File: src/hdl/rbd_ram.sv
// generic single-port ram, one access per cycle, registered read data
// no dependencies
module rbd_ram #(
  parameter int WIDTH = 8,
  parameter int DEPTH = 256
) (
  input  logic                     clk,
  input  logic                     we,
  input  logic                     re,
  input  logic [$clog2(DEPTH)-1:0] addr,
  input  logic [WIDTH-1:0]         wdata,
  output logic [WIDTH-1:0]         rdata
);

  logic [WIDTH-1:0] mem_r [DEPTH];
  logic [WIDTH-1:0] rdata_r;

  always_ff @(posedge clk) begin
    if (we) begin
      mem_r[addr] <= wdata;
    end
    // read data holds while no read is issued
    if (re) begin
      rdata_r <= mem_r[addr];
    end
  end

  assign rdata = rdata_r;

endmodule

File: config.mk
export PLATFORM = sky130hd
export DESIGN_NAME = rbd_ram
export DESIGN_NICKNAME = d
export VERILOG_FILES = /design/src/hdl/rbd_ram.sv
export SDC_FILE = /design/constraint.sdc
export NUM_CORES = 2
export LEC_CHECK = 0
export BUFFER_PORTS_ARGS = -buffer_cell sky130_fd_sc_hd__buf_2
export CORE_MARGIN = 2
export CORE_UTILIZATION = 63
export CTS_CLUSTER_DIAMETER = 30
export CTS_CLUSTER_SIZE = 10
export DETAILED_ROUTE_END_ITERATION = 10
export PLACE_DENSITY = 0.79
export SYNTH_ARGS = -nofsm -noshare
export SYNTH_HDL_FRONTEND = slang
export SYNTH_SLANG_ARGS = --single-unit
File: constraint.sdc
create_clock -name clk -period 2.66 [get_ports clk]
set_clock_uncertainty 0.05 [all_clocks]
set_input_delay 0.133 -clock clk [delete_from_list [all_inputs] [get_ports clk]]
set_output_delay 0.133 -clock clk [all_outputs]
set_load 0.05 [all_outputs]
---- After elaboration in Yosys (flattened, before gate mapping) ----
Memories as Yosys holds them, arrays and structs flattened. A register that Yosys moved wholly into a read port is not among the register bits.
Cells that the tools add are included.
operators by class
  multiplexer cells ....................... 2
operators by type and width
  cell     number
  $mux W1  2
storage, ports and cells
  register bits ........................... 0
  bits in writable memories ............... 2048
  memories kept ........................... 1
  output and inout bits ................... 8
memory list
  name   words  bits a word  rd ports  clocked after Yosys merged registers in  write ports  line  text
  mem_r  256    8            1         1                                        1            15    logic [WIDTH-1:0] mem_r [DEPTH];

---- Depth between registers and ports, before layout ----
  depth in word-level cells ............... 2
  depth in mapped cells ................... 10
  mapped depth without buffers ............ 5

---- Least setup slack after synthesis ----
OpenSTA, ideal clock, no wires.
  kind .................................... input -> register
  from .................................... in addr[1]
  to ...................................... mem mem_r[111][0], enable pin
  arrival ................................. 1982 ps
  data required time ...................... 2240 ps
  path buffers ............................ 5
  setup time .............................. 370 ps
  stages on the path ...................... 9
  setup slack ............................. 258 ps
  cell sequence ........................... buf_2 > clkbuf_1 > clkbuf_1 > nand2_1 > buf_2 > nor2_1 > nand2_1 > clkbuf_1 > nor2_1
RTL lines
  element      line  text
  from (decl)  10    input logic [$clog2(DEPTH)-1:0] addr,
  to (decl)    15
Straight into the memory's write port.

==> impl_metrics.json <==
{
  "ctsLongestPathBuffers": 4,
  "p_per_area_mw_per_mm2": 871,
  "fill_cells": 5299,
  "drt-total-wl_mm": 241,
  "synthTopCellsByArea": "edfxtp_1, mux4_2, a22oi_1, nor2_1, a21oi_1",
  "yosys.area_share.xor_xnor_pct": 0,
  "hold_end": "mem_r[67][4]",
  "numCtsBuffers": 353,
  "core_area_sq_mm": 0.124,
  "hold_violations": 0,
  "stdcell_count": 6163,
  "final_common_cell": "edfxtp_1",
  "layout_setup_ws_ps": -69.7,
  "synth_nets": 3566,
  "setup_viol": 4,
  "rows": 129,
  "die_w_um": 357,
  "viasPerCell": 7.39,
  "hpwl_mm": 120,
  "drive_gt1_share_pct": 36.5,
  "r2r_end": "rdata[2]",
  "antenna_found_initial": 9,
  "maxSlewHeadroom_pct": 21.6,
  "drc_errors": 4,
  "violations": "DRC, setup timing",
  "min_path_type": "primary input to flop",
  "wl_per_cell_um": 39.2,
  "synth_top_cell_area_share_pct": 78.6,
  "worstHoldStart": "addr[5]",
  "dieArea_sq_mm": 0.128,
  "fin_util_pct": 78.0,
  "gr-total-overflow": 0,
  "dr.pass1.iters": 10,
  "synthSimpleGateAreaFrac_pct": 1.73,
  "yosysTopAreaCell": "edfxtp_1",
  "placed_cells": 5527,
  "arrival_ps": 3310,
  "area_delta_synth_final_pct": 22.9,
  "slew_violations": 0,
  "criticalPathCategory": "flop to flop",
  "grt_use_total_pct": 38.0,
  "synth-compound-area-share_pct": 3.62,
  "htreeDepth": 5,
  "cap_violations": 0,
  "hold_depth": 4,
  "finalPower_mw": 84.1,
  "r2r_start": "mem_r[44][2]",
  "clock-root-buffer": "clkbuf_16",
  "synthMuxAreaShare_pct": 14.7,
  "ys_warn_count": 0,
  "synth_seq_cells": 2056,
  "ios": 27,
  "io_buffers": 26,
  "clk_latency_ps": 970,
  "worstSetupStartpointType": "flop",
  "fmax_mhz": 366,
  "synth_top_family_by_area": "multiplexers",
  "worst_pin_slew_ps": 1180,
  "endpoint_kind": "flop",
  "cts.sinks": 2056,
  "grt_pass1_vias": 46300,
  "vias": 45600,
  "synth.distinct_cells": 21,
  "ir_worst_vdd_uv": 822,
  "power.leakage_nw": 31.6,
  "grt_pass1_wl_mm": 339,
  "reg2reg_slack_ps": -70,
  "layout_min_cycle_time_ps": 2730,
  "start_util_pct": 63.5,
  "drtIter0Drc": 9456,
  "syn_area_per_cell_sq_um": 22.2,
  "seq_area_frac_synth_pct": 78.6,
  "status": "complete, but fails checks",
  "ant_nets": 0,
  "layout.nets": 4276,
  "globalplace.congestion": 0.865,
  "reg2regPathDepth": 5,
  "required_ps": 3240,
  "netlist_area_sq_mm": 0.0786,
  "clk_pin_slew_worst_paths_ps": 50,
  "min_period_over_period_pct": 103,
  "crit_path_start": "mem_r[44][2]",
  "hold_slack_ps": 90.9,
  "grt_max_degree": 124,
  "cts_tree": "done",
  "die_h_um": 357,
  "synth_fa_ha_area_share_pct": 0,
  "worst-path-max-fanout": 1,
  "syn_inst": 3547,
  "mostFrequentLayoutCells": "edfxtp_1, mux4_2, buf_4, clkbuf_16, a22oi_1"
}
per-layer routing:
layer / global-route usage [%] / vias up / routed length [um]
met4: 20.1 / 14 / 15400
met3: 10.2 / 1008 / 34200
met5: 0 / - / 90
met1: 49.0 / 23000 / 75300
met2: 60.2 / 4869 / 116000
li1: - / 16600 / -
through the flow:
stage	setup slack, ps	setup TNS [ps]	cell area [sq um]
after floorplan	258	0	78600
final	-69.7	-115	96500
after detailed placement	-1100	-4730	84800
after global placement	-1090	-5170	84800
after global routing	-21.4	-41.7	96500
after CTS	2.58	0	96500
logic make-up after synthesis:
family,Yosys count
compound gates,416
mux,512
buf+inv,233
flops,2056
simple gates,330
worst max-delay path: stages, from the launching register on:
cell,delay [ps]
edfxtp_1,390
mux4_2,470
a22oi_1,410
a21oi_1,280
o41ai_4,650
nand4_1,180
cell usage after synthesis, drive strengths merged:
library cell  instances
edfxtp             2056
nand2                28
nand3                13
a21oi               128
nand2b                6
a22oi               256
inv                   1
or2                   2
clkbuf              145
mux4                512
nor2b                 7
nand4                 8
o41ai                32
and2                  3
buf                  87
nor3                 30
nor2                232
or3                   1
where the power goes:
part	total [mW]	switching, mW	internal, mW
combinational	3.58	2.29	1.29
clock	44.7	16.4	28.3
sequential	35.8	0.0464	35.8
final cells by class:
| type | instances | area (sq um) | share of cell area, % |
|---|---|---|---|
| Tap cell | 1637 | 2050 | 2.12 |
| Antenna cell | 7 | 17.5 | 0.0181 |
| Clock inverter | 225 | 2390 | 2.48 |
| Timing Repair Buffer | 587 | 5360 | 5.55 |
| Inverter | 1 | 3.75 | 0.00389 |
| Clock buffer | 392 | 9060 | 9.39 |
| Multi-Input combinational cell | 1258 | 15900 | 16.5 |
| Sequential cell | 2056 | 61700 | 64.0 |
registers in the layout, summed over array words and instances (netlist names):
| register | flops |
|---|---|
| mem_r | 2048 |
| rdata | 8 |
timing repair:
| action | CTS | global route |
|---|---|---|
| endpoints found under the hold margin | 873 | 0 |
| hold buffers | 12 | 0 |
| endpoints found under the setup margin | 5 | 4 |
| gates resized for setup | 11 | 7 |
| setup buffers | 0 | 0 |
how the worst max path moves through the flow:
stage | endpoint | slack, ps | cells after the start
2_1_floorplan | mem_r[111][0] | 260 | 9
3_3_place_gp | rdata[7] | -1090 | 9
3_5_place_dp | rdata[2] | -1100 | 9
4_1_cts | rdata[6] | 3 | 5
5_1_grt | rdata[2] | -20 | 5
6_report | rdata[2] | -70 | 5
(Power assumes the default switching activity.)
