[src/hdl/rbd_pkg.sv]
// shared types and constants for the run-length / back-reference byte decompressor
// no dependencies; imported by rbd_front, rbd_back and the top level
package rbd_pkg;

  localparam int ADDR_BITS_DEF = 14;
  localparam int CMD_QUEUE_DEPTH = 2;

  // item op codes
  localparam logic [1:0] OP_LOAD  = 2'd0;
  localparam logic [1:0] OP_START = 2'd1;
  localparam logic [1:0] OP_FETCH = 2'd2;

  // run modes
  localparam logic [2:0] MODE_INLINE = 3'd0;
  localparam logic [2:0] MODE_RLE    = 3'd1;
  localparam logic [2:0] MODE_RLE16  = 3'd2;
  localparam logic [2:0] MODE_RLE24  = 3'd3;
  localparam logic [2:0] MODE_RLE32  = 3'd4;

  // header type, top three bits of a header byte
  localparam logic [2:0] HT_RLE    = 3'b010;
  localparam logic [2:0] HT_RLE32  = 3'b011;
  localparam logic [2:0] HT_RLE16  = 3'b100;
  localparam logic [2:0] HT_RLE24  = 3'b101;
  localparam logic [2:0] HT_BREF_A = 3'b110;
  localparam logic [2:0] HT_BREF_B = 3'b111;

  typedef struct packed {
    logic [1:0]  op;
    logic [13:0] address;
    logic [7:0]  data;
  } in_item_t;

  typedef struct packed {
    logic [7:0] out_byte;
    logic       end_of_stream;
  } out_item_t;

  // classified command between front and back
  typedef struct packed {
    logic [1:0]  kind;
    logic [13:0] address;
    logic [7:0]  data;
  } cmd_t;

endpackage

[src/hdl/rbd_front.sv]
// front end: accepts input transactions, drops unused op codes and queues commands
// depends on rbd_pkg
module rbd_front
  import rbd_pkg::*;
(
  input  logic     clk,
  input  logic     rst_n,
  input  logic     push,
  output logic     full,
  input  in_item_t in_item,
  output logic     cmd_valid,
  output cmd_t     cmd,
  input  logic     cmd_pop
);

  localparam int PTR_BITS = $clog2(CMD_QUEUE_DEPTH);
  localparam int CNT_BITS = $clog2(CMD_QUEUE_DEPTH + 1);

  cmd_t                q_r [CMD_QUEUE_DEPTH];
  logic [PTR_BITS-1:0] wr_ptr_r, wr_ptr_nxt;
  logic [PTR_BITS-1:0] rd_ptr_r, rd_ptr_nxt;
  logic [CNT_BITS-1:0] count_r, count_nxt;
  logic                accept;
  logic                enq;
  logic                deq;
  cmd_t                new_cmd;

  assign full   = (count_r == CNT_BITS'(CMD_QUEUE_DEPTH));
  assign accept = push && !full;

  always_comb begin
    new_cmd.kind    = in_item.op;
    new_cmd.address = in_item.address;
    new_cmd.data    = in_item.data;
    case (in_item.op)
      OP_LOAD, OP_START, OP_FETCH: enq = accept;
      default:                     enq = 1'b0;
    endcase
  end

  assign deq       = cmd_pop && (count_r != '0);
  assign cmd_valid = (count_r != '0);
  assign cmd       = q_r[rd_ptr_r];

  always_comb begin
    wr_ptr_nxt = wr_ptr_r;
    rd_ptr_nxt = rd_ptr_r;
    count_nxt  = count_r;
    if (enq) begin
      wr_ptr_nxt = (wr_ptr_r == PTR_BITS'(CMD_QUEUE_DEPTH - 1)) ? '0 : wr_ptr_r + 1'b1;
    end
    if (deq) begin
      rd_ptr_nxt = (rd_ptr_r == PTR_BITS'(CMD_QUEUE_DEPTH - 1)) ? '0 : rd_ptr_r + 1'b1;
    end
    if (enq && !deq) begin
      count_nxt = count_r + 1'b1;
    end else if (deq && !enq) begin
      count_nxt = count_r - 1'b1;
    end
  end

  always_ff @(posedge clk) begin
    if (!rst_n) begin
      wr_ptr_r <= '0;
      rd_ptr_r <= '0;
      count_r  <= '0;
    end else begin
      wr_ptr_r <= wr_ptr_nxt;
      rd_ptr_r <= rd_ptr_nxt;
      count_r  <= count_nxt;
    end
  end

  always_ff @(posedge clk) begin
    if (enq) begin
      q_r[wr_ptr_r] <= new_cmd;
    end
  end

endmodule

[config.mk]
export PLATFORM = sky130hd
export DESIGN_NAME = rbd_front
export DESIGN_NICKNAME = d
export VERILOG_FILES = /design/src/hdl/rbd_pkg.sv /design/src/hdl/rbd_front.sv
export SDC_FILE = /design/constraint.sdc
export NUM_CORES = 1
export LEC_CHECK = 0
export BUFFER_PORTS_ARGS = -buffer_cell sky130_fd_sc_hd__buf_2
export CAP_MARGIN = 25
export CORE_AREA = 2 2 85 87
export CTS_CLUSTER_SIZE = 16
export DETAILED_ROUTE_END_ITERATION = 10
export DIE_AREA = 0 0 87 89
export GPL_ROUTABILITY_DRIVEN = 0
export PLACE_DENSITY = 0.48
export SYNTH_ARGS = -nofsm -noshare
export SYNTH_HDL_FRONTEND = slang
export SYNTH_SLANG_ARGS = --single-unit
[constraint.sdc]
create_clock -name clk -period 3.6 [get_ports clk]
set_clock_uncertainty 0.1 [all_clocks]
set_input_delay 0 -clock clk [delete_from_list [all_inputs] [get_ports clk]]
set_output_delay 0 -clock clk [all_outputs]
set_load 0.05 [all_outputs]
# Word-level counts from Yosys, hierarchy flattened
# Memories as Yosys holds them, arrays and structs flattened. A register that Yosys moved wholly into a read port is not among the register bits.
# Cells that the tools add are included.
# op_classes
n_reduce_logical,11
muxes,9
eq_ne,3
n_addsub,4
# op_table
operator,count
1-bit 2-to-1 mux,7
"2-bit equality test, second input constant",2
1-bit logical AND,4
2-bit 2-to-1 mux,2
2-bit nonzero test,2
1-bit logical NOT,3
3-bit OR reduction,1
"1-bit adder, second input constant",2
"2-bit by 1-bit adder with 2-bit output, second input constant",1
"2-bit by 1-bit equality test with 1-bit output, second input constant",1
2-bit logical NOT,1
"2-bit by 1-bit subtractor with 2-bit output, second input constant",1
# word_totals
inputBits,28
mem_bits_rw,48
mem_count,1
elab_cells,31
output_inout_bits,26
register_bits,4
# mem_list
name,depth,width,read_ports,rd_clocked_by_memory_dff,wr,line,text
q_r,2,24,1,1,1,rbd_front.sv:19,cmd_t q_r [CMD_QUEUE_DEPTH];

# Longest topological paths before layout
# logic_depth
word_depth,8
ltp_mapped,6
depth_no_buf,6

# Least setup slack after synthesis
# No wires, ideal clock.
# synth_path
path_kind,register -> register
from,register count_r[1]
to,memory q_r[0][0] in the netlist's numbering (enable)
setup_time_ns,0.408
required_ns,3.092
arrival_ns,1.961
synth_period_minus_slack_ns,2.469
stages_incl_launch_ff,4
path_slack_ns,1.131
path_cell_list,dfxtp_1 nor2b_2 a211oi_4 nor2b_1
# synth_via
elab_chain_len,6
# synth_rtl
item,line,text
from (decl),rbd_front.sv:22,"logic [CNT_BITS-1:0] count_r, count_nxt;"
from (signal assigned),rbd_front.sv:70,count_r <= count_nxt;
2-bit equality test,rbd_front.sv:28,assign full = (count_r == CNT_BITS'(CMD_QUEUE_DEPTH));
net full,rbd_front.sv:9,"output logic full,"
1-bit logical NOT,rbd_front.sv:29,assign accept = push && !full;
1-bit logical AND,rbd_front.sv:29,
1-bit 2-to-1 mux,rbd_front.sv:35,case (in_item.op)
net enq,rbd_front.sv:24,logic enq;
1-bit 2-to-1 mux,rbd_front.sv:75,if (enq) begin
1-bit 2-to-1 mux (implied by the code),rbd_front.sv:76,q_r[wr_ptr_r] <= new_cmd;
to (decl),rbd_front.sv:19,
# The timed path passes the listed nets, and every way through them passes these cells.

==> impl_metrics.tcl <==
set metrics [dict create \
    status "finished clean" \
    crit_family "flip-flops" \
    gr-total-overflow 0 \
    grt_pass1_wl_um 5560 \
    yosysWarningCount 0 \
    die_w_um 87 \
    finish.utilization_pct 40.4 \
    powerDensity_nw_per_um2 713 \
    endpoint_kind "primary output" \
    nNetsFinal 214 \
    start_util_pct 29.5 \
    insertion_delay_ps 290 \
    drt_wl_total_um 3700 \
    num-fill-cells 622 \
    p_leak_nw 1.02 \
    p_int_mw 1.17 \
    coreArea_um2 6720 \
    cp_slowest_cell "dfxtp_1" \
    holdWs_ps 12.6 \
    grt_max_degree 25 \
    design_area_um2 2710 \
    die_area_um2 7740 \
    routed_via_density 4.23 \
    async_reset_ff_share_pct 0 \
    tightest_slew_ps 505 \
    cts_made_buffers 5 \
    placed_area_um2 2370 \
    grt_pass1_vias 1159 \
    path_class "flop to primary output" \
    syn_area_per_cell_um2 19.8 \
    htree_levels 2 \
    synthesis.nets 129 \
    rows 30 \
    antenna_found_initial 0 \
    swShare_pct 39.5 \
    slew_violations 0 \
    dp_slack_ps 1850 \
    synth_edf_count 48 \
    grt_use_total_pct 9.87 \
    yosysUniqueCellTypes 20 \
    cts_num_sinks 53 \
    cts_root_buf "clkbuf_8" \
    ys_seq_area_share_pct 77.9 \
    power.switching_mw 0.764 \
    rsz0062_at_grt "no" \
    p_total_mw 1.93 \
    fp.dieH_um 89 \
    crit_buf_inv 2 \
    cts_tree "done" \
    yosys_register_bits 53 \
    fin_cells 266 \
    hold_viol 0 \
    num_vias 1126 \
    p_clk_share_pct 16.5 \
    drtIter0Drc 58 \
    cpPeakStageDelay_ps 640 \
    netlist_instances 100 \
    detail-route-antenna-nets 0 \
    worstPathMaxFanout 16 \
    path_cells "buf_16 > mux2_2 > buf_2" \
    synthFlopType "edfxtp_1" \
    first_pass_iters 3 \
    num_io_pins 54 \
    timing.final.crit_share_pct 50.4 \
    finalSetupTns_ps 0 \
    maxSlewHeadroom_pct 66.3 \
    drv_cap 0 \
    critPathArrivalTime_ps 1720 \
    yosysMostFrequentCell "edfxtp_1" \
    power_frac_comb_pct 41.2 \
    clk_pin_slew_ps 80 \
    route.detailed.drc 0 \
    dp_hpwl_um 2460 \
    synth_top_area_share_pct 72.8 \
    netlist_top_cells_count "edfxtp_1 (48), mux2_2 (24), dfxtp_1 (5), and2_1 (4), buf_2 (3)" \
    clockBufferDepth 2 \
    diodes 0 \
    synth_area_um2 1980 \
    worst_slack_ps 1780 \
    synth.area.top_cells "edfxtp_1 (73%), mux2_2 (14%), dfxtp_1 (5.1%), and2_1 (1.3%), a211oi_4 (1.0%)" \
    finalSetupViolCount 0 \
    synth_top_area_cell "edfxtp_1" \
    area_delta_synth_final_pct 37.0 \
    hold_class "input pin to flop" \
    fmax_mhz 551 \
    p_seq_share_pct 42.3 \
    cp_data_required_time_ps 3500 \
    critPathLaunchType "flop" \
    dp.cells 233 \
    period_minus_slack_ps 1820 \
    peakVddDrop_v 0.000467 \
    port_buffers 53 \
    drive_gt1_share_pct 48.9 \
    wl_per_cell_um 13.9 \
]
worst paths after layout:
check	from	end	slack (ps)	depth (start not counted)
hold reg to reg	wr_ptr_r$_SDFFE_PN0P_	wr_ptr_r$_SDFFE_PN0P_	400	2
setup reg to reg	count_r[0]$_SDFFE_PN0P_	count_r[1]$_SDFFE_PN0P_	1850	5
setup / recovery	flop	cmd[1]	1780	3
hold / removal	push	wr_ptr_r$_SDFFE_PN0P_	10	4
power groups by stage:
stage / combinational (mW) / clock, mW / sequential, mW
2_1_floorplan: 0.620 / 0 / 0.807
3_3_place_gp: 0.728 / 0 / 0.851
3_5_place_dp: 0.786 / 0 / 0.834
4_1_cts: 0.811 / 0.336 / 0.820
5_1_grt: 0.842 / 0.361 / 0.828
6_report: 0.796 / 0.319 / 0.817
flip-flops by register name, summed over array words and instances, names as in the netlist, named ones only:
signal    count
wr_ptr_r      1
rd_ptr_r      1
count_r       2
q_r          48
cell usage in the layout (no fill, tap or decap), types with 2 or more instances in the layout:
master / Yosys / routed
and2_1: 4 / 4
buf_2: 3 / 53
buf_4: 0 / 2
clkbuf_8: 0 / 5
dfxtp_1: 5 / 5
dlygate4sd3_1: 0 / 25
edfxtp_1: 48 / 48
mux2_2: 24 / 24
nor2b_2: 1 / 2
xnor2_1: 2 / 2
timing repair:
item / in CTS / in global routing
buffers inserted: 0 / 0
hold buffers: 25 / 0
endpoints found under the hold margin: 53 / 0
gates resized for setup: 0 / 0
tightest hold or removal path, stage by stage:
cell	delay [ps]
buf_2	100
inv_1	80
a211oi_4	60
mux2i_1	110
final cells by class:
cell class	count	area [um^2]	area share, %
clock inverter	3	17.5	0.646
multi-input combinational	43	422	15.6
clock buffer	5	68.8	2.54
timing repair buffer	81	558	20.6
tap	80	100	3.69
inverter	1	3.75	0.138
sequential	53	1540	56.9
cells by family (layout without fill, tap and decap cells):
group	count (synthesis)	in the layout	share of synthesized area (%)
fa+ha+maj	1	1	0.632
flops	53	53	77.9
simple gates	10	10	3.16
buf+inv	4	90	0.948
xor+xnor	3	3	1.33
mux	25	25	14.2
compound gates	4	4	1.90
per-layer routing:
layer  wire, um  global-route usage (%)  vias up  part of all wire (%)
met5          0                       0        -                     0
met2       1800                    16.7       40                    49
met1       1630                    11.5      536                    44
met4         27                    4.26        0                  0.73
li1           -                       -      546                     -
met3        242                    3.23        4                   6.5
Note: power is estimated with default switching activity, not from simulation.
