### config.mk
export PLATFORM = sky130hd
export DESIGN_NAME = rbd_back
export DESIGN_NICKNAME = d
export VERILOG_FILES = /design/src/hdl/rbd_pkg.sv /design/src/hdl/rbd_back.sv
export SDC_FILE = /design/constraint.sdc
export NUM_CORES = 1
export LEC_CHECK = 0
export ABC_CLOCK_PERIOD_IN_PS = 3400
export BUFFER_PORTS_ARGS = -buffer_cell sky130_fd_sc_hd__buf_2
export CAP_MARGIN = 20
export CORE_MARGIN = 4
export CORE_UTILIZATION = 57
export CTS_BUF_LIST = sky130_fd_sc_hd__clkbuf_8
export CTS_CLUSTER_SIZE = 25
export DETAILED_ROUTE_END_ITERATION = 6
export GPL_ROUTABILITY_DRIVEN = 0
export PLACE_DENSITY = 0.8
export SYNTH_ARGS = -nofsm -noshare
export SYNTH_HDL_FRONTEND = slang
export SYNTH_SLANG_ARGS = --single-unit
export TNS_END_PERCENT = 50
### constraint.sdc
create_clock -name clk -period 3.4 [get_ports clk]
set_input_delay 0.68 -clock clk [delete_from_list [all_inputs] [get_ports clk]]
set_output_delay 0.68 -clock clk [all_outputs]
set_load 0.01 [all_outputs]
### src/hdl/rbd_pkg.sv
// shared types and constants for the run-length / back-reference byte decompressor
// no dependencies; imported by rbd_front, rbd_back and the top level
package rbd_pkg;

  localparam int ADDR_BITS_DEF = 14;
  localparam int CMD_QUEUE_DEPTH = 2;

  // item op codes
  localparam logic [1:0] OP_LOAD  = 2'd0;
  localparam logic [1:0] OP_START = 2'd1;
  localparam logic [1:0] OP_FETCH = 2'd2;

  // run modes
  localparam logic [2:0] MODE_INLINE = 3'd0;
  localparam logic [2:0] MODE_RLE    = 3'd1;
  localparam logic [2:0] MODE_RLE16  = 3'd2;
  localparam logic [2:0] MODE_RLE24  = 3'd3;
  localparam logic [2:0] MODE_RLE32  = 3'd4;

  // header type, top three bits of a header byte
  localparam logic [2:0] HT_RLE    = 3'b010;
  localparam logic [2:0] HT_RLE32  = 3'b011;
  localparam logic [2:0] HT_RLE16  = 3'b100;
  localparam logic [2:0] HT_RLE24  = 3'b101;
  localparam logic [2:0] HT_BREF_A = 3'b110;
  localparam logic [2:0] HT_BREF_B = 3'b111;

  typedef struct packed {
    logic [1:0]  op;
    logic [13:0] address;
    logic [7:0]  data;
  } in_item_t;

  typedef struct packed {
    logic [7:0] out_byte;
    logic       end_of_stream;
  } out_item_t;

  // classified command between front and back
  typedef struct packed {
    logic [1:0]  kind;
    logic [13:0] address;
    logic [7:0]  data;
  } cmd_t;

endpackage

### src/hdl/rbd_back.sv
// back end: executes queued commands against the compressed store, owns the
// stream decoder state and the output register; depends on rbd_pkg
module rbd_back
  import rbd_pkg::*;
#(
  parameter int ADDR_BITS = ADDR_BITS_DEF
) (
  input  logic                 clk,
  input  logic                 rst_n,
  input  logic                 cmd_valid,
  input  cmd_t                 cmd,
  output logic                 cmd_pop,
  output logic                 ram_we,
  output logic                 ram_re,
  output logic [ADDR_BITS-1:0] ram_addr,
  output logic [7:0]           ram_wdata,
  input  logic [7:0]           ram_rdata,
  input  logic                 pop,
  output logic                 empty,
  output out_item_t            out_item
);

  localparam logic [2:0] ST_IDLE = 3'd0;
  localparam logic [2:0] ST_HDR  = 3'd1;
  localparam logic [2:0] ST_OFF1 = 3'd2;
  localparam logic [2:0] ST_OFF2 = 3'd3;
  localparam logic [2:0] ST_RUN  = 3'd4;
  localparam logic [2:0] ST_DATA = 3'd5;
  localparam logic [2:0] ST_END  = 3'd6;

  logic [2:0]           state_r, state_nxt;
  logic [ADDR_BITS-1:0] sp_r, sp_nxt;
  logic [ADDR_BITS-1:0] cp_r, cp_nxt;
  logic [7:0]           rem_r, rem_nxt;
  logic [2:0]           mode_r, mode_nxt;
  logic                 ended_r, ended_nxt;
  logic [7:0]           hdr_r, hdr_nxt;
  logic [7:0]           off_hi_r, off_hi_nxt;
  logic                 out_valid_r, out_valid_nxt;
  out_item_t            out_r, out_nxt;

  logic                 out_free;
  logic                 out_load;
  logic [ADDR_BITS+13:0] cmd_addr_ext;
  logic [ADDR_BITS-1:0] cmd_addr;
  logic [ADDR_BITS-1:0] group_back;
  logic [ADDR_BITS-1:0] run_addr;
  logic [ADDR_BITS-1:0] run_cp;
  logic [15:0]          off16;
  logic [7:0]           grp_base;
  logic [7:0]           inl_cnt;

  // store address from the 14-bit item field, extended or wrapped
  assign cmd_addr_ext = {ADDR_BITS'(0), cmd.address};
  assign cmd_addr     = cmd_addr_ext[ADDR_BITS-1:0];

  // one run byte: group runs step back a group when they catch up with the stream
  always_comb begin
    case (mode_r)
      MODE_RLE16: group_back = ADDR_BITS'(2);
      MODE_RLE24: group_back = ADDR_BITS'(3);
      MODE_RLE32: group_back = ADDR_BITS'(4);
      default:    group_back = '0;
    endcase
    if (group_back != '0 && cp_r == sp_r) begin
      run_addr = cp_r - group_back;
    end else begin
      run_addr = cp_r;
    end
    run_cp = (mode_r == MODE_RLE) ? cp_r : run_addr + 1'b1;
  end

  assign off16    = {off_hi_r, ram_rdata};
  assign grp_base = 8'(ram_rdata[4:0]) + 8'd2;
  assign inl_cnt  = 8'(ram_rdata[5:0]) + 8'd1;
  assign out_free = !out_valid_r || pop;

  always_comb begin
    state_nxt  = state_r;
    sp_nxt     = sp_r;
    cp_nxt     = cp_r;
    rem_nxt    = rem_r;
    mode_nxt   = mode_r;
    ended_nxt  = ended_r;
    hdr_nxt    = hdr_r;
    off_hi_nxt = off_hi_r;
    cmd_pop    = 1'b0;
    ram_we     = 1'b0;
    ram_re     = 1'b0;
    ram_addr   = sp_r;
    ram_wdata  = cmd.data;
    out_load   = 1'b0;
    out_nxt    = out_r;
    case (state_r)
      ST_IDLE: begin
        if (cmd_valid) begin
          cmd_pop = 1'b1;
          case (cmd.kind)
            OP_LOAD: begin
              ram_we   = 1'b1;
              ram_addr = cmd_addr;
            end
            OP_START: begin
              sp_nxt    = cmd_addr;
              cp_nxt    = '0;
              rem_nxt   = '0;
              mode_nxt  = MODE_INLINE;
              ended_nxt = 1'b0;
            end
            OP_FETCH: begin
              if (ended_r) begin
                state_nxt = ST_END;
              end else if (rem_r == 8'd0) begin
                ram_re    = 1'b1;
                ram_addr  = sp_r;
                sp_nxt    = sp_r + 1'b1;
                state_nxt = ST_HDR;
              end else begin
                ram_re    = 1'b1;
                ram_addr  = run_addr;
                cp_nxt    = run_cp;
                rem_nxt   = rem_r - 8'd1;
                state_nxt = ST_DATA;
              end
            end
            default: ;
          endcase
        end
      end
      ST_HDR: begin
        hdr_nxt   = ram_rdata;
        state_nxt = ST_RUN;
        case (ram_rdata[7:5])
          HT_BREF_A, HT_BREF_B: begin
            ram_re    = 1'b1;
            ram_addr  = sp_r;
            state_nxt = ST_OFF1;
          end
          HT_RLE32: begin
            mode_nxt = MODE_RLE32;
            cp_nxt   = sp_r;
            sp_nxt   = sp_r + ADDR_BITS'(4);
            rem_nxt  = grp_base << 2;
          end
          HT_RLE24: begin
            mode_nxt = MODE_RLE24;
            cp_nxt   = sp_r;
            sp_nxt   = sp_r + ADDR_BITS'(3);
            rem_nxt  = (grp_base << 1) + grp_base;
          end
          HT_RLE16: begin
            mode_nxt = MODE_RLE16;
            cp_nxt   = sp_r;
            sp_nxt   = sp_r + ADDR_BITS'(2);
            rem_nxt  = grp_base << 1;
          end
          HT_RLE: begin
            mode_nxt = MODE_RLE;
            cp_nxt   = sp_r;
            sp_nxt   = sp_r + 1'b1;
            rem_nxt  = 8'(ram_rdata[4:0]) + 8'd3;
          end
          default: begin
            mode_nxt = MODE_INLINE;
            cp_nxt   = sp_r;
            sp_nxt   = sp_r + ADDR_BITS'(inl_cnt);
            rem_nxt  = inl_cnt;
          end
        endcase
      end
      ST_OFF1: begin
        off_hi_nxt = ram_rdata;
        ram_re     = 1'b1;
        ram_addr   = sp_r + 1'b1;
        state_nxt  = ST_OFF2;
      end
      ST_OFF2: begin
        if (off16 == 16'd0) begin
          ended_nxt = 1'b1;
          state_nxt = ST_END;
        end else begin
          mode_nxt  = MODE_INLINE;
          cp_nxt    = sp_r + off16[ADDR_BITS-1:0];
          sp_nxt    = sp_r + ADDR_BITS'(2);
          rem_nxt   = 8'(hdr_r[5:0]) + 8'd4;
          state_nxt = ST_RUN;
        end
      end
      ST_RUN: begin
        ram_re    = 1'b1;
        ram_addr  = run_addr;
        cp_nxt    = run_cp;
        rem_nxt   = rem_r - 8'd1;
        state_nxt = ST_DATA;
      end
      ST_DATA: begin
        if (out_free) begin
          out_load              = 1'b1;
          out_nxt.out_byte      = ram_rdata;
          out_nxt.end_of_stream = 1'b0;
          state_nxt             = ST_IDLE;
        end
      end
      ST_END: begin
        if (out_free) begin
          out_load              = 1'b1;
          out_nxt.out_byte      = 8'd0;
          out_nxt.end_of_stream = 1'b1;
          state_nxt             = ST_IDLE;
        end
      end
      default: state_nxt = ST_IDLE;
    endcase
  end

  always_comb begin
    if (out_load) begin
      out_valid_nxt = 1'b1;
    end else if (pop) begin
      out_valid_nxt = 1'b0;
    end else begin
      out_valid_nxt = out_valid_r;
    end
  end

  always_ff @(posedge clk) begin
    if (!rst_n) begin
      state_r     <= ST_IDLE;
      sp_r        <= '0;
      cp_r        <= '0;
      rem_r       <= '0;
      mode_r      <= MODE_INLINE;
      ended_r     <= 1'b0;
      out_valid_r <= 1'b0;
    end else begin
      state_r     <= state_nxt;
      sp_r        <= sp_nxt;
      cp_r        <= cp_nxt;
      rem_r       <= rem_nxt;
      mode_r      <= mode_nxt;
      ended_r     <= ended_nxt;
      out_valid_r <= out_valid_nxt;
    end
  end

  always_ff @(posedge clk) begin
    hdr_r    <= hdr_nxt;
    off_hi_r <= off_hi_nxt;
    out_r    <= out_nxt;
  end

  assign empty    = !out_valid_r;
  assign out_item = out_r;

endmodule

; Word level (Yosys, flattened, before mapping)
; Cells that the tools add are included.
; Widths: inputs -> output; s select.
[classes]
add_sub_neg = 14
n_eq_ne = 32
mux = 63
reduce_logical = 22
[ops]
columns = operator, n
row1 = $mux 14, 14
row2 = $pmux 14 s2, 3
row3 = $pmux 14 s3, 2
row4 = $pmux 14 s5, 1
row5 = $pmux 14 s4, 1
row6 = $pmux 8 s5, 1
row7 = $mux 8, 4
row8 = $pmux 8 s4, 1
row9 = $add 14x1->14 const B, 2
row10 = $add 14x2->14 const B, 2
row11 = $mux 3, 9
row12 = $eq 3x3->1 const B, 8
row13 = $eq 3x2->1 const B, 6
row14 = $mux 9, 2
row15 = $pmux 3 s3, 2
row16 = $pmux 3 s6, 1
row17 = $pmux 9 s2, 1
row18 = $logic_not 16->1, 1
row19 = $mux 1, 16
row20 = $pmux 8 s2, 1
row21 = $pmux 3 s5, 1
row22 = $add 14x14->14, 1
row23 = $add 14x3->14 const B, 1
row24 = $add 14x7->14, 1
row25 = 32 further kinds, 49
[totals]
ff_bits = 67
input_bits = 36
elab_cells = 142

; Depth between registers and ports, before layout
; Gate-level depths: netlist (run 1).
[logic_depth]
word_depth = 12
ltp_mapped = 15

; Worst setup path before layout (run 1)
; No wires, ideal clock.
[synth_timing]
kind = input-to-reg
start = in ram_rdata[5]
end = reg sp_r[10]
t_arrival_ns = 3.505
path_slack_ns = -0.237
cell_stages = 15
n_path_buf = 2
path_cell_list = clkbuf_1 -> buf_1 -> nand2_1 -> nand2_1 -> ha_1 -> inv_1 -> fa_1 -> nor2b_1 -> o21ai_0 -> a21boi_0 -> o21ai_0 -> o32a_1 -> a221o_1 -> a31oi_1 -> a21oi_1
[synth_between]
elab_chain_cells = 4
[synth_rtl]
columns = item, line_no
row1 = "start, declared", rbd_back.sv:17  ; input logic [7:0] ram_rdata,
row2 = $add 6x1->7 or $eq 3x3->1 (tied branches), "rbd_back.sv:75, rbd_back.sv:133"
row3 = $add 14x7->14 or $reduce_or 2->1 (tied branches), "rbd_back.sv:166, rbd_back.sv:133"
row4 = $pmux 14 s5 or $ne 2x2->1 (tied branches), n/a
row5 = $pmux 14 s3 or $reduce_and 7->1 (tied branches), n/a
row6 = "end signal, assigned", rbd_back.sv:237  ; sp_r <= sp_nxt;
row7 = "end, declared", rbd_back.sv:32  ; logic [ADDR_BITS-1:0] sp_r, sp_nxt;
; Several ways; a longest one is shown, not always the timed one.
; A chain may end at the register's enable or synchronous reset.

; Worst setup path in the final report (run 1)
[layout_timing]
start = reg cp_r[3]
end = out ram_addr[11]
[layout_between]
elab_chain_cells = 8
[layout_rtl]
columns = item, line_no
row1 = "start, declared", rbd_back.sv:33  ; logic [ADDR_BITS-1:0] cp_r, cp_nxt;
row2 = "start signal, assigned", rbd_back.sv:238  ; cp_r <= cp_nxt;
row3 = "parallel branches: the longest is 2 deep, another holds $sub 14x14->14", n/a
row4 = $mux 14 (*), rbd_back.sv:65  ; if (group_back != '0 && cp_r == sp_r) begin
row5 = $mux 14, rbd_back.sv:113  ; end else if (rem_r == 8'd0) begin
row6 = $mux 14, rbd_back.sv:111  ; if (ended_r) begin
row7 = $pmux 14 s2, rbd_back.sv:98  ; case (cmd.kind)
row8 = $mux 14, rbd_back.sv:96  ; if (cmd_valid) begin
row9 = $pmux 14 s3 (*), rbd_back.sv:94  ; case (state_r)
row10 = "end, declared", rbd_back.sv:15  ; output logic [ADDR_BITS-1:0] ram_addr,
; Every way passes the cells marked *.

==> results of run 1 <==
==> sequential cells by signal, summed over array words and instances (netlist names) <==
register	cells
sp_r	14
rem_r	8
hdr_r	6
off_hi_r	8
mode_r	3
ended_r	1
cp_r	14
state_r	3
out_item	9
out_valid_r	1
==> placed cells by master (no fill, tap or decap), types with 6 or more instances in the layout <==
| cell type | Yosys | routed |
|---|---|---|
| a211oi_1 | 18 | 17 |
| a21o_1 | 15 | 15 |
| a21oi_1 | 95 | 92 |
| a221o_1 | 7 | 7 |
| a221oi_1 | 12 | 11 |
| a22oi_1 | 8 | 7 |
| a31oi_1 | 22 | 22 |
| and2_1 | 9 | 9 |
| and3_1 | 8 | 8 |
| buf_2 | 7 | 54 |
| buf_4 | 8 | 145 |
| buf_6 | 0 | 6 |
| clkbuf_8 | 0 | 10 |
| dfxtp_1 | 44 | 34 |
| dfxtp_2 | 0 | 7 |
| edfxtp_1 | 23 | 23 |
| ha_1 | 39 | 37 |
| inv_1 | 30 | 29 |
| mux2i_1 | 12 | 11 |
| nand2_1 | 106 | 106 |
| nand2b_1 | 13 | 13 |
| nand3_1 | 31 | 28 |
| nor2_1 | 100 | 98 |
| nor2b_1 | 11 | 10 |
| nor3_1 | 36 | 30 |
| nor3b_1 | 7 | 6 |
| nor4_1 | 13 | 10 |
| o211ai_1 | 15 | 15 |
| o21a_1 | 7 | 7 |
| o21ai_0 | 84 | 83 |
| o221ai_1 | 9 | 9 |
| o22ai_1 | 14 | 12 |
| xnor2_1 | 37 | 36 |
| xor2_1 | 60 | 54 |
==> final timing paths <==
kind | endpoint | slack [ns] | cells after the start
worst max-delay path | ram_addr[11] | -0.43 | 8
worst min-delay path | rem_r[7] | 0.50 | 2
worst max register to register | cp_r[5] | 0.03 | 14
worst min register to register | rem_r[7] | 0.50 | 2
==> per-stage QoR <==
| stage | util | setup TNS (ns) | hold WS, ns | power, W | setup slack, ns |
|---|---|---|---|---|---|
| floorplan | - | -0.03567 | 0.4679 | 0.003898 | -0.03567 |
| global placement | 0.6659 | -0.09849 | 0.4920 | 0.005380 | -0.05299 |
| detailed placement | 0.6659 | -0.3262 | 0.4857 | 0.005471 | -0.08423 |
| CTS | 0.6995 | -3.302 | 0.5008 | 0.006489 | -0.3209 |
| global route | 0.7176 | -5.309 | 0.5366 | 0.007248 | -0.5373 |
| finish | 0.7176 | -4.032 | 0.5010 | 0.006952 | -0.4328 |
==> critical path, cell delays in order, from the launching register on <==
cell,delay [ns]
dfxtp_2,0.32
or4_4,0.53
or4_4,0.45
or4_4,0.58
xor2_4,0.21
a21o_1,0.17
o211ai_1,0.12
o22a_1,0.25
buf_2,0.15
==> cells by family (layout without fill, tap and decap cells) <==
family / count (synthesis) / after routing / share of synthesized area
adder cells (fa/ha/maj): 42 / 42 / 0.06825
buffers and inverters: 131 / 256 / 0.06606
multiplexers: 14 / 14 / 0.01776
AO/OA/AOI/OAI: 390 / 390 / 0.3252
flip-flops: 67 / 67 / 0.1957
XOR/XNOR: 97 / 97 / 0.1058
AND/OR/NAND/NOR: 370 / 370 / 0.2213
==> report_power, final <==
part / internal [W] / switching [W]
Combinational: 0.00192 / 0.00290
Sequential: 0.00101 / 0.000243
Clock: 0.000509 / 0.000370
==> repair_timing <==
item	CTS	global route
setup buffers	6	9
gates resized for setup	36	42
gates cloned	0	0
pin swaps	12	22
hold buffers	0	0
setup endpoints to repair	14	17
==> cell type report <==
| cell class | instances | area, um2 |
|---|---|---|
| Clock inverter | 6 | 111.4 |
| Sequential cell | 67 | 1592 |
| Multi-Input combinational cell | 913 | 6266 |
| Fill cell | 1000 | 3905 |
| Clock buffer | 10 | 137.6 |
| Inverter | 33 | 123.9 |
| Tap cell | 180 | 225.2 |
| Timing Repair Buffer | 207 | 1466 |
==> metal layers <==
layer | part of all wire | global-route usage
met1 | 0.34 | 0.4725
met2 | 0.42 | 0.5850
met3 | 0.15 | 0.1423
met4 | 0.088 | 0.2618
met5 | 0 | 0
==> results.json, run 1 <==
{
  "outcome": "finished with violations",
  "violations_in_the_final_reports": "design-rule violations, negative setup slack",
  "regToRegStartpoint": "mode_r[2]",
  "detailed_place_hpwl_um": 23290,
  "final_nets": 1309,
  "placed_cell_area_um2": 9208,
  "global_route_wire_length_before_repair_um": 50160,
  "final_critical_path_setup_slack_ns": -0.4328,
  "layoutNonFillerInstCount": 1416,
  "gr-total-overflow": 0,
  "max_cap_violations": 0,
  "cts.sinks": 67,
  "via_count_of_the_first_global_routing_pass": 9623,
  "synth_nets": 1189,
  "slew_headroom": 0.3637,
  "die-height_um": 126.7,
  "drive_above_1_share": 0.2379,
  "yosys-top-cells-area": "dfxtp_1, edfxtp_1, xor2_1",
  "design_area_um2": 9922,
  "synth.cell_area_um2": 8030,
  "timing.critical_path.to_type": "output pin",
  "avgViaCountPerCell": 7.196,
  "portBuffers": 54,
  "fmax_ghz": 0.2609,
  "antenna_cells_inserted": 0,
  "drt_pre_antenna_iters": 7,
  "total_leakage_power_nw": 3.973,
  "clock-skew-final_ns": 0.01553,
  "dieWidth_um": 126.7,
  "clockBufferDepth": 2,
  "floorplan.die_area_um2": 16050,
  "cp-startpoint": "cp_r[3]",
  "hp-start": "rem_r[7]",
  "worstPathMaxFanout": 3,
  "placed_cells": 1385,
  "yosysTopAreaCellShare": 0.1097,
  "cts-htree-levels": 3,
  "clock-root-buffer": "clkbuf_8",
  "syn_inst": 1111,
  "tightestPinTransition_ns": 0.9534,
  "cts_tree": "done",
  "final_period_util": 1.127,
  "worst-setup-path-type": "reg -> out",
  "cp_data_arrival_time_ns": 3.15,
  "report.final.hold_viol_count": 0,
  "timing.final.crit_period_ns": 3.833,
  "drv_slew": 0,
  "yosysWarningCount": 0,
  "clock_insertion_delay_worst_skew_ns": 0.38,
  "synth_top_cell_by_area": "dfxtp_1",
  "globalRouteTotalUtil": 0.3922,
  "synthesis.area_per_instance_um2": 7.228,
  "wire_per_inst_um": 23.21,
  "crit_required_ns": 2.72,
  "synthMostInstantiatedCell": "nand2_1",
  "postRouteWirelength_um": 32860,
  "synth_enable_flop_cells": 23,
  "yosysUniqueCellTypes": 81,
  "core-area_um2": 13830,
  "rsz0062_at_grt": "yes",
  "yosysSeqAreaShare": 0.1957,
  "initial_antenna_violation_count": 0,
  "post_synth_most_frequent_cells": "nand2_1, nor2_1, a21oi_1",
  "async_reset_ff_frac": 0,
  "ys_ff_latch": 67,
  "irDropWorstVdd_uv": 589.4,
  "initial_core_util": 0.5808,
  "grt_start_max_net_pins": 46,
  "final_count_of_negative_setup_slack_endpoints": 14,
  "cts_inserted_buffers": 9,
  "fp-row-count": 43,
  "worst_min_delay_path_class": "reg -> reg",
  "drc": 30,
  "drt_iter0_markers": 1968,
  "io_pins": 71,
  "register_clock_pin_slew_on_the_reported_worst_setup_and_hold_paths_ns": 0.08,
  "ant_nets": 0,
  "setup.worst_path.start_class": "register",
  "via_count": 10190,
  "syn_to_layout_area_delta_pct": 23.56,
  "dominantRegCellSynth": "dfxtp_1",
  "powerDensity_nw_per_um2": 700.6
}
Note: power is estimated with default switching activity, not from simulation.
==> inputs of run 2 (changes only) <==
ABC_AREA = 1   (was unset)
==> run 2 against run 1 <==
The run still ends with design-rule violations, negative setup slack left. Setup slack gained 0.30 ns. First-iteration DRC count shrank 11%. Non-clock buffer count shrank 57. Design area shrank 4.1%. Wire length shrank 1.0%. Die area grew 1.7%. Clock power shrank 28%. Sequential power grew 8%. Power grew 7.5%. Global-route usage shrank 1.6 points. Clock skew grew 0.0044 ns. Sequential share of layout area grew 0.73 points. Critical path type unchanged. Critical endpoint is now ram_addr[2]. Highest routed layer unchanged.
==> results.json, run 2 <==
{
  "globalRouteTotalUtil": 0.3766,
  "avgViaCountPerCell": 6.466,
  "clockBufferDepth": 2,
  "cts_tree": "done",
  "drv_slew": 0,
  "ant_nets": 0,
  "timing.critical_path.to_type": "output pin",
  "setup.worst_path.start_class": "register",
  "floorplan.die_area_um2": 16330,
  "simple_gate_fraction_of_synth_area": 0.3096,
  "via_count_of_the_first_global_routing_pass": 9532,
  "final_period_util": 1.038,
  "global_route_wire_length_before_repair_um": 48580,
  "ys_ff_latch": 67,
  "synthesis.area_per_instance_um2": 6.055,
  "rsz0062_at_grt": "yes",
  "final_cell_mix": "nand2_1, inv_1, nor2_1",
  "postRouteWirelength_um": 32530,
  "synth_top_family_by_area": "simple AND/OR/NAND/NOR gates",
  "slew_headroom": 0.4252,
  "synth_adder_area_share": 0.06699,
  "drt_iter0_markers": 1753,
  "final_count_of_negative_setup_slack_endpoints": 10,
  "clock-skew-final_ns": 0.01993,
  "postCtsHoldBufs": 0,
  "initial_core_util": 0.5848,
  "cts-htree-levels": 3,
  "initial_antenna_violation_count": 0,
  "cp_data_arrival_time_ns": 2.85,
  "cts_inserted_buffers": 9,
  "dominantRegCellSynth": "dfxtp_1",
  "final_nets": 1525,
  "powerDensity_nw_per_um2": 784.8,
  "timing.final.crit_period_ns": 3.530,
  "portBuffers": 54,
  "violations_in_the_final_reports": "design-rule violations, negative setup slack",
  "core-area_um2": 13990,
  "yosysWarningCount": 0,
  "antenna_cells_inserted": 0,
  "clock_insertion_delay_worst_skew_ns": 0.39,
  "xor_xnor_fraction_of_synth_area": 0.04604,
  "synthMostInstantiatedCell": "nand2_1",
  "die-height_um": 127.8,
  "drive_above_1_share": 0.2107,
  "yosysUniqueCellTypes": 53,
  "syn_inst": 1351,
  "clock-root-buffer": "clkbuf_8",
  "yosysSeqAreaShare": 0.1921,
  "post_synth_most_frequent_cells": "nand2_1, inv_1, nor2_1",
  "total_leakage_power_nw": 4.364,
  "place_ws_ns": 0.09204,
  "worst_min_delay_path_class": "reg -> reg",
  "detailed_place_hpwl_um": 23700,
  "finalCoreUtilization": 0.6805,
  "synth_nets": 1429,
  "report.final.hold_viol_count": 0,
  "io_pins": 71,
  "wire_per_inst_um": 19.93,
  "worstPathMaxFanout": 5,
  "via_count": 10550,
  "post_synth_mux_area_share": 0,
  "yosys-top-cells-area": "nand2_1, dfxtp_1, edfxtp_1",
  "max_cap_violations": 0,
  "synth_top_cell_by_area": "nand2_1",
  "share_of_the_synthesized_area_in_compound_gates_ao_oa_aoi_oai": 0.2579,
  "final_critical_path_setup_slack_ns": -0.1303,
  "register_clock_pin_slew_on_the_reported_worst_setup_and_hold_paths_ns": 0.08,
  "gr-total-overflow": 0,
  "layout.cells.most_common": "nand2_1",
  "async_reset_ff_frac": 0,
  "worst-setup-path-type": "reg -> out",
  "synth.cell_area_um2": 8180,
  "drc": 6,
  "fmax_ghz": 0.2833,
  "yosysTopAreaCellShare": 0.1459,
  "fp-row-count": 43,
  "dieWidth_um": 127.8,
  "syn_to_layout_area_delta_pct": 16.37,
  "irDropWorstVdd_uv": 412.4,
  "synth_enable_flop_cells": 23,
  "tightestPinTransition_ns": 0.8622,
  "grt_start_max_net_pins": 35,
  "crit_required_ns": 2.72,
  "cts.sinks": 67,
  "drt_pre_antenna_iters": 7,
  "outcome": "finished with violations"
}
## run 2: timing repair
action | in CTS | in global routing
resized for setup | 32 | 64
buffers inserted | 1 | 26
pin swaps | 4 | 25
setup endpoints to repair | 13 | 14
## run 2: worst max-delay path, cell delays in order, from the launching register on
cell	delay (ns)
dfxtp_4	0.41
nand3_4	0.10
inv_2	0.07
ha_4	0.14
inv_1	0.06
fa_2	0.41
buf_4	0.16
xor2_1	0.13
inv_1	0.07
nand3_1	0.09
nand2_2	0.11
inv_2	0.09
nand2_2	0.05
a22oi_2	0.11
nor2_1	0.08
o2111ai_2	0.21
buf_2	0.18
## run 2: final timing paths
check                              endpoint  cells after the start  slack [ns]  startpoint
worst max-delay path            ram_addr[2]                     16       -0.13   mode_r[1]
worst min-delay path               rem_r[1]                      2        0.51    rem_r[1]
worst max register to register     cp_r[12]                     23        0.41     cp_r[6]
worst min register to register     rem_r[1]                      2        0.51    rem_r[1]
## run 2: per-stage QoR
stage	hold WS, ns	area, um2	cells	TNS [ns]	power (W)
floorplan	0.4578	8180	1351	0	0.004537
global placement	0.4818	8876	1589	0	0.005977
detailed placement	0.4892	8876	1589	0	0.006057
CTS	0.4998	9134	1606	-0.01498	0.006764
global route	0.5304	9519	1632	-2.278	0.007888
finish	0.5078	9519	1632	-0.6893	0.007471
## run 2: routing by layer
metal / wire, um / up-vias / GRT usage / part of all wire
li1: - / 4743 / - / -
met1: 11540 / 4666 / 0.4747 / 0.35
met2: 13660 / 887 / 0.5690 / 0.42
met3: 4852 / 257 / 0.1017 / 0.15
met4: 2482 / 0 / 0.2366 / 0.076
met5: 0 / - / 0 / 0
## run 2: logic make-up after synthesis
logic type / Yosys count
AO/OA/AOI/OAI: 352
XOR/XNOR: 43
adder cells (fa/ha/maj): 42
buffers and inverters: 252
flip-flops: 67
AND/OR/NAND/NOR: 595
## run 2: final cells by class
type	instances	area, um2
Clock buffer	9	123.9
Clock inverter	7	46.29
Fill cell	1211	4469
Inverter	187	715.7
Multi-Input combinational cell	1032	5803
Sequential cell	67	1597
Tap cell	180	225.2
Timing Repair Buffer	150	1008
## run 2: power breakdown
group / switching, W / internal, W / leakage [nW]
logic: 0.00360 / 0.00188 / 3.70
clock network: 0.000370 / 0.000263 / 0.0868
registers: 0.000301 / 0.00105 / 0.576
total: 0.00427 / 0.00320 / 4.36
